### src/rtl/dc_pkg.sv
// dc_pkg: shared types, constants and helpers for the divisor count block
// depends on nothing; imported by dc_rem_unit and divisor_count
`timescale 1ns / 1ps
`default_nettype none

package dc_pkg;

    // default operand width
    localparam int DC_WIDTH_DEF = 32;

    // width of the input port field
    localparam int IN_W = 32;

    // result field
    localparam int TOTAL_W = 11;
    localparam logic [TOTAL_W-1:0] TOTAL_ONE = TOTAL_W'(1);
    localparam logic [TOTAL_W-1:0] TOTAL_TWO = TOTAL_W'(2);
    localparam logic [TOTAL_W-1:0] TOTAL_MAX = {TOTAL_W{1'b1}};

    // increments applied to the count
    localparam logic [1:0] INC_ROOT = 2'd1;
    localparam logic [1:0] INC_PAIR = 2'd2;

    typedef enum logic [1:0] {
        S_IDLE,
        S_CHECK,
        S_WAIT,
        S_FIN
    } t_state;

    // status from the remainder unit
    typedef struct packed {
        logic done;
        logic rem_zero;
    } t_rem_stat;

    // add with saturation at the top of the result field
    function automatic logic [TOTAL_W-1:0] f_sat_add(input logic [TOTAL_W-1:0] a,
                                                      input logic [1:0] inc);
        logic [TOTAL_W:0] sum;
        sum = {1'b0, a} + {{(TOTAL_W-1){1'b0}}, inc};
        if (sum[TOTAL_W]) begin
            return TOTAL_MAX;
        end
        return sum[TOTAL_W-1:0];
    endfunction

endpackage

`default_nettype wire

### src/rtl/dc_rem_unit.sv
// dc_rem_unit: iterative restoring remainder unit, one quotient bit per cycle
// depends on dc_pkg (t_rem_stat)
`timescale 1ns / 1ps
`default_nettype none

module dc_rem_unit #(
    parameter int WIDTH = dc_pkg::DC_WIDTH_DEF
) (
    input  wire logic             i_clk,
    input  wire logic             i_rst_n,
    input  wire logic             i_start,
    input  wire logic [WIDTH-1:0] i_dividend,
    input  wire logic [WIDTH-1:0] i_divisor,
    output dc_pkg::t_rem_stat     o_stat
);
    import dc_pkg::*;

    localparam int CNT_W = $clog2(WIDTH + 1);

    logic             r_busy;
    logic             r_done;
    logic [CNT_W-1:0] r_cnt;
    logic [WIDTH-1:0] r_rem;
    logic [WIDTH-1:0] r_shift;

    logic [WIDTH:0]   trial;
    logic [WIDTH:0]   diff;
    logic             fits;

    // shift in the next dividend bit and try the subtraction
    assign trial = {r_rem, r_shift[WIDTH-1]};
    assign diff  = trial - {1'b0, i_divisor};
    assign fits  = (trial >= {1'b0, i_divisor});

    always_ff @(posedge i_clk) begin
        if (!i_rst_n) begin
            r_busy <= 1'b0;
            r_done <= 1'b0;
        end else begin
            r_done <= 1'b0;
            if (i_start) begin
                r_busy <= 1'b1;
            end else if (r_busy && r_cnt == CNT_W'(1)) begin
                r_busy <= 1'b0;
                r_done <= 1'b1;
            end
        end
    end

    always_ff @(posedge i_clk) begin
        if (i_start) begin
            r_cnt   <= CNT_W'(WIDTH);
            r_rem   <= '0;
            r_shift <= i_dividend;
        end else if (r_busy) begin
            r_cnt   <= r_cnt - CNT_W'(1);
            r_rem   <= fits ? diff[WIDTH-1:0] : trial[WIDTH-1:0];
            r_shift <= {r_shift[WIDTH-2:0], 1'b0};
        end
    end

    assign o_stat.done     = r_done;
    assign o_stat.rem_zero = (r_rem == '0);

endmodule

`default_nettype wire

### src/rtl/divisor_count.sv
// divisor_count: counts the positive divisors of a signed integer by trial division
// depends on dc_pkg and dc_rem_unit
`timescale 1ns / 1ps
`default_nettype none

// Takes one signed value per transfer and returns one result transfer holding
// the number of its positive divisors. Values of 1 or less (zero and all
// negatives) give 1. Otherwise the count starts at 2 and every trial divisor d
// from 2 with d*d below the value adds 2 when it divides the value; a perfect
// square adds 1 for its root. Counts saturate at 2047. The operand is the low
// WIDTH bits of i_value with bit WIDTH-1 as sign; above 32 bits it is zero
// extended. One item is worked on at a time and o_stall stays high until its
// result has moved into the output register, which may still wait on i_stall
// while the next item is taken in. Each trial divisor takes a compare in
// S_CHECK, a run of the bit-serial remainder unit and the fold-in of its
// result in S_WAIT.
module divisor_count #(
    parameter int WIDTH = dc_pkg::DC_WIDTH_DEF
) (
    input  wire logic                           i_clk,
    input  wire logic                           i_rst_n,
    // input channel
    input  wire logic                           i_valid,
    input  wire logic signed [dc_pkg::IN_W-1:0] i_value,
    output logic                                o_stall,
    // output channel
    output logic                                o_valid,
    output logic [dc_pkg::TOTAL_W-1:0]          o_divisor_total,
    input  wire logic                           i_stall
);
    import dc_pkg::*;

    // square register needs headroom for (d+1)^2 just past the operand
    localparam int SQ_W = WIDTH + 2;

    t_state             r_state, n_state;
    logic [WIDTH-1:0]   r_n, n_n;       // operand under test
    logic [WIDTH-1:0]   r_d, n_d;       // current trial divisor
    logic [SQ_W-1:0]    r_sq, n_sq;     // d*d kept by increments
    logic [TOTAL_W-1:0] r_count, n_count;
    logic               r_out_valid, n_out_valid;
    logic [TOTAL_W-1:0] r_out_total, n_out_total;

    logic [WIDTH-1:0]   operand;
    logic               trivial;
    logic               in_xfer;
    logic               out_xfer;
    logic               rem_start;
    t_rem_stat          rem_stat;
    logic [SQ_W-1:0]    sq_step;
    logic [SQ_W-1:0]    n_ext;

    // operand taken from the port: truncate or zero extend to WIDTH bits
    generate
        if (WIDTH <= IN_W) begin : g_trunc
            assign operand = i_value[WIDTH-1:0];
        end else begin : g_ext
            assign operand = {{(WIDTH-IN_W){1'b0}}, i_value};
        end
    endgenerate

    // negative, zero and one all give a count of 1
    assign trivial = operand[WIDTH-1] || (operand[WIDTH-1:1] == '0);

    assign in_xfer  = i_valid && !o_stall;
    assign out_xfer = r_out_valid && !i_stall;

    // (d+1)^2 = d^2 + 2d + 1
    assign sq_step = SQ_W'({r_d, 1'b1});
    assign n_ext   = SQ_W'(r_n);

    dc_rem_unit #(
        .WIDTH(WIDTH)
    ) u_rem (
        .i_clk     (i_clk),
        .i_rst_n   (i_rst_n),
        .i_start   (rem_start),
        .i_dividend(r_n),
        .i_divisor (r_d),
        .o_stat    (rem_stat)
    );

    // state and control registers
    always_ff @(posedge i_clk) begin
        if (!i_rst_n) begin
            r_state     <= S_IDLE;
            r_out_valid <= 1'b0;
        end else begin
            r_state     <= n_state;
            r_out_valid <= n_out_valid;
        end
    end

    // datapath registers, no reset needed
    always_ff @(posedge i_clk) begin
        r_n         <= n_n;
        r_d         <= n_d;
        r_sq        <= n_sq;
        r_count     <= n_count;
        r_out_total <= n_out_total;
    end

    // sequencer: next state and datapath control
    always_comb begin
        n_state     = r_state;
        n_n         = r_n;
        n_d         = r_d;
        n_sq        = r_sq;
        n_count     = r_count;
        n_out_total = r_out_total;
        rem_start   = 1'b0;
        // result leaves the output register on a transfer
        n_out_valid = r_out_valid && !out_xfer;

        unique case (r_state)
            S_IDLE: begin
                if (in_xfer) begin
                    n_n  = operand;
                    n_d  = WIDTH'(2);
                    n_sq = SQ_W'(4);
                    if (trivial) begin
                        n_count = TOTAL_ONE;
                        n_state = S_FIN;
                    end else begin
                        n_count = TOTAL_TWO;
                        n_state = S_CHECK;
                    end
                end
            end
            S_CHECK: begin
                if (r_sq < n_ext) begin
                    // launch the remainder test for this divisor
                    rem_start = 1'b1;
                    n_state   = S_WAIT;
                end else begin
                    // loop over; add the root of a perfect square
                    if (r_sq == n_ext) begin
                        n_count = f_sat_add(r_count, INC_ROOT);
                    end
                    n_state = S_FIN;
                end
            end
            S_WAIT: begin
                if (rem_stat.done) begin
                    if (rem_stat.rem_zero) begin
                        // d and n/d both divide
                        n_count = f_sat_add(r_count, INC_PAIR);
                    end
                    n_d     = r_d + WIDTH'(1);
                    n_sq    = r_sq + sq_step;
                    n_state = S_CHECK;
                end
            end
            S_FIN: begin
                // hand the count over once the output register is free
                if (!r_out_valid || out_xfer) begin
                    n_out_valid = 1'b1;
                    n_out_total = r_count;
                    n_state     = S_IDLE;
                end
            end
            default: begin
                n_state = S_IDLE;
            end
        endcase
    end

    assign o_stall         = (r_state != S_IDLE);
    assign o_valid         = r_out_valid;
    assign o_divisor_total = r_out_total;

endmodule

`default_nettype wire
### config.mk
export PLATFORM = sky130hd
export DESIGN_NAME = divisor_count
export DESIGN_NICKNAME = d
export VERILOG_FILES = /design/src/rtl/dc_pkg.sv /design/src/rtl/dc_rem_unit.sv /design/src/rtl/divisor_count.sv
export SDC_FILE = /design/constraint.sdc
export NUM_CORES = 1
export LEC_CHECK = 0
export BUFFER_PORTS_ARGS = -buffer_cell sky130_fd_sc_hd__buf_2
export CAP_MARGIN = 20
export CORE_ASPECT_RATIO = 1.1
export CORE_MARGIN = 1
export CORE_UTILIZATION = 60
export CTS_CLUSTER_DIAMETER = 120
export DETAILED_ROUTE_END_ITERATION = 10
export GPL_TIMING_DRIVEN = 0
export MAX_ROUTING_LAYER = met4
export PLACE_DENSITY = 0.88
export SKIP_LAST_GASP = 1
export SYNTH_ARGS = -nofsm -noshare
export SYNTH_HDL_FRONTEND = slang
export SYNTH_SLANG_ARGS = --single-unit
export TNS_END_PERCENT = 10
### constraint.sdc
create_clock -name i_clk -period 5.8 [get_ports i_clk]
set_clock_uncertainty 0.15 [all_clocks]
set_input_delay 1.16 -clock i_clk [delete_from_list [all_inputs] [get_ports i_clk]]
set_output_delay 1.16 -clock i_clk [all_outputs]
set_load 0.005 [all_outputs]
==> flow_summary.yaml <==
clocking:
  clk_pin_slew_worst_paths_ps: 80
  cts_buffer_depth: 2
  ctsHoldBuffers: 0
  clockRootBuffer: "clkbuf_16"
  insertion_delay_ps: 440
  cts_resized: 0
  numCtsBuffers: 17
  clkSinkCount: 195
  post-cts-setup-buffers: 0
  cts_tree: "built"
  cts_htree_levels: 4
setup_path:
  cp_slowest_stage_delay_ps: 660
  crit_required_ps: 5850
  worstSetupPathType: "reg2reg"
  r2r_start: "r_sq[16]"
  worst-path-max-fanout: 19
  cp_cell_sequence: "ha_1 > nand4_1 > nor4_1 > o31ai_1 > o211a_1 > o21ai_1 > a211o_1 > clkbuf_1 > nand2_1 > buf_8"
  cp-start-kind: "flop"
  startpoint: "r_sq[16]"
  critPathTopFamily: "simple AND/OR/NAND/NOR gates"
  worst-path-buf-inv: 2
  cp_slowest_cell: "nand2_1"
  worstPathArrival_ps: 4710
  critPathCaptureType: "flop"
timing:
  min_period_ps: 4660
  slew_violations: 0
  setup-violations-final: 0
  grt_setup_unrepaired: "no"
  max_freq_ghz: 0.215
  relSlewSlack_pct: 34.4
  tightest_slew_ps: 982
  min_period_over_period_pct: 80.3
  hold_viol_final: 0
synth:
  synth-xor-area-share_pct: 5.49
  ys_ff_latch: 195
  yosysSeqAreaShare_pct: 42.5
  yosysTopAreaCell: "edfxtp_1"
  synth-main-ff-cell: "edfxtp_1"
  async_flop_share_pct: 0
  yosysUniqueCellTypes: 72
  synth_top_family_by_area: "compound AO/OA/AOI/OAI gates"
  synth.top_cell.area_share_pct: 35.8
  synthMuxAreaShare_pct: 1.12
  synth_edf_count: 152
  netlist_area_sq_mm: 0.0128
  synthAdderAreaFrac_pct: 10.8
  synthesis.instances: 1367
  synth_compound_area_share_pct: 18.6
  synth_warnings: 0
  synth_fp_nets: 1512
  avgSynthCellArea_sq_um: 9.33
  synth-simple-area-share_pct: 17.2
  synth_area_leaders: "edfxtp_1 36%, ha_1 10%, dfxtp_1 6.7%, o21ai_0 4.6%, nand2_1 3.9%"
  yosysMostFrequentCell: "edfxtp_1"
  synth_common_cells: "152 x edfxtp_1, 131 x nand2_1, 116 x o21ai_0"
global_routing:
  grt_use_total_pct: 31.2
  grt_pass1_wl_microns: 52000
  antenna_found_initial: 0
  overflow: 0
  grt_pass1_vias: 10500
  grt_max_degree: 27
run:
  drv_cap: 0
floorplan:
  dieArea_sq_mm: 0.0219
  die_h_microns: 155
  start_util_pct: 61.6
  die_w_microns: 141
  num_rows: 55
  coreArea_sq_mm: 0.0207
  io-pin-count: 49
routing:
  wl_microns: 32200
  via_per_inst: 6.29
  vias: 10900
  wl_per_cell_microns: 18.5
  drt-initial-drc-count: 1075
  first_pass_iters: 8
  drcViolationCount: 0
  postRouteAntennaNets: 0
finish:
  nFillCells: 1542
  postLayoutCoreUtil_pct: 67.9
  drive_gt1_share_pct: 7.91
  area_growth_pct: 10.3
  multiInputGateArea_sq_mm: 0.00680
  antenna_cells: 0
  final_nets: 1586
  regArea_sq_mm: 0.00543
hold_path:
  holdCritStartpoint: "r_count[4]"
  hp-class: "reg2reg"
place:
  place.gp.congestion: 0.958
  io_buffer_count: 48
  dp_hpwl_microns: 23700
run_status:
  outcome: "finished clean"
[path summary, 6_finish.rpt]
kind,endpoint,slack (ps),cells past startpoint
min reg2reg,o_divisor_total[4],320,0
min,o_divisor_total[4],320,0
max,u_rem.r_shift[12],1140,10
max reg2reg,u_rem.r_shift[12],1140,10
[metrics by stage]
stage	instance area, sq um	setup slack (ps)	hold WS, ps	std cells	TNS (ps)
global route	14100	1090	347	1739	0
floorplan	12800	662	274	1367	0
detailed placement	13500	1210	311	1707	0
CTS	14100	1250	324	1739	0
finish	14100	1140	325	1739	0
global placement	13400	-1270	290	1700	-83520
[cell families (layout without fill, tap and decap cells)]
group | after synthesis | count (layout)
buf+inv | 139 | 226
xor+xnor | 80 | 80
fa+ha+maj | 109 | 109
simple gates | 458 | 458
mux | 14 | 14
compound gates | 372 | 372
flops | 195 | 195
[layout make-up]
cell class / count / area share (%)
Buffer: 49 / 1.49
Clock buffer: 19 / 3.08
Clock inverter: 13 / 1.16
Inverter: 90 / 2.40
Multi-Input combinational cell: 1033 / 48.3
Sequential cell: 195 / 38.5
Tap cell: 285 / 2.53
Timing Repair Buffer: 55 / 2.45
[state kept, by name (all words and copies together) (netlist names)]
register / flops
r_n: 32
u_rem.r_cnt: 6
u_rem.r_busy: 1
u_rem.r_done: 1
u_rem.r_rem: 32
r_count: 11
o_valid: 1
o_divisor_total: 11
r_d: 32
u_rem.r_shift: 32
r_sq: 34
r_state: 2
[placed cells by master, fill, tap and decap left out, types with 15 or more instances in the layout]
cell type,instances
nand2_1,131
nor4_1,22
a31oi_1,22
clkbuf_1,37
a211oi_1,24
clkbuf_16,17
xor2_1,27
edfxtp_1,152
o21ai_0,116
inv_1,89
nand4_1,29
nand3_1,37
ha_1,107
a21o_1,30
nor3_1,35
a21oi_1,77
nor2_1,112
dfxtp_1,43
buf_2,55
and2_1,15
and3_1,20
nand2b_1,17
o21a_1,27
xnor2_1,53
[layer usage]
layer	wire (microns)	up-vias	GRT usage [%]	share of wire [%]
met1	13200	5171	38.4	41
met3	2310	78	4.12	7.2
met5	0	-	-	0
met4	899	0	12.4	2.8
met2	15800	522	52.1	49
li1	-	5171	-	-
Power is not shown: default switching activity piles up to over one toggle a cycle in this logic, so the estimate is an artifact.
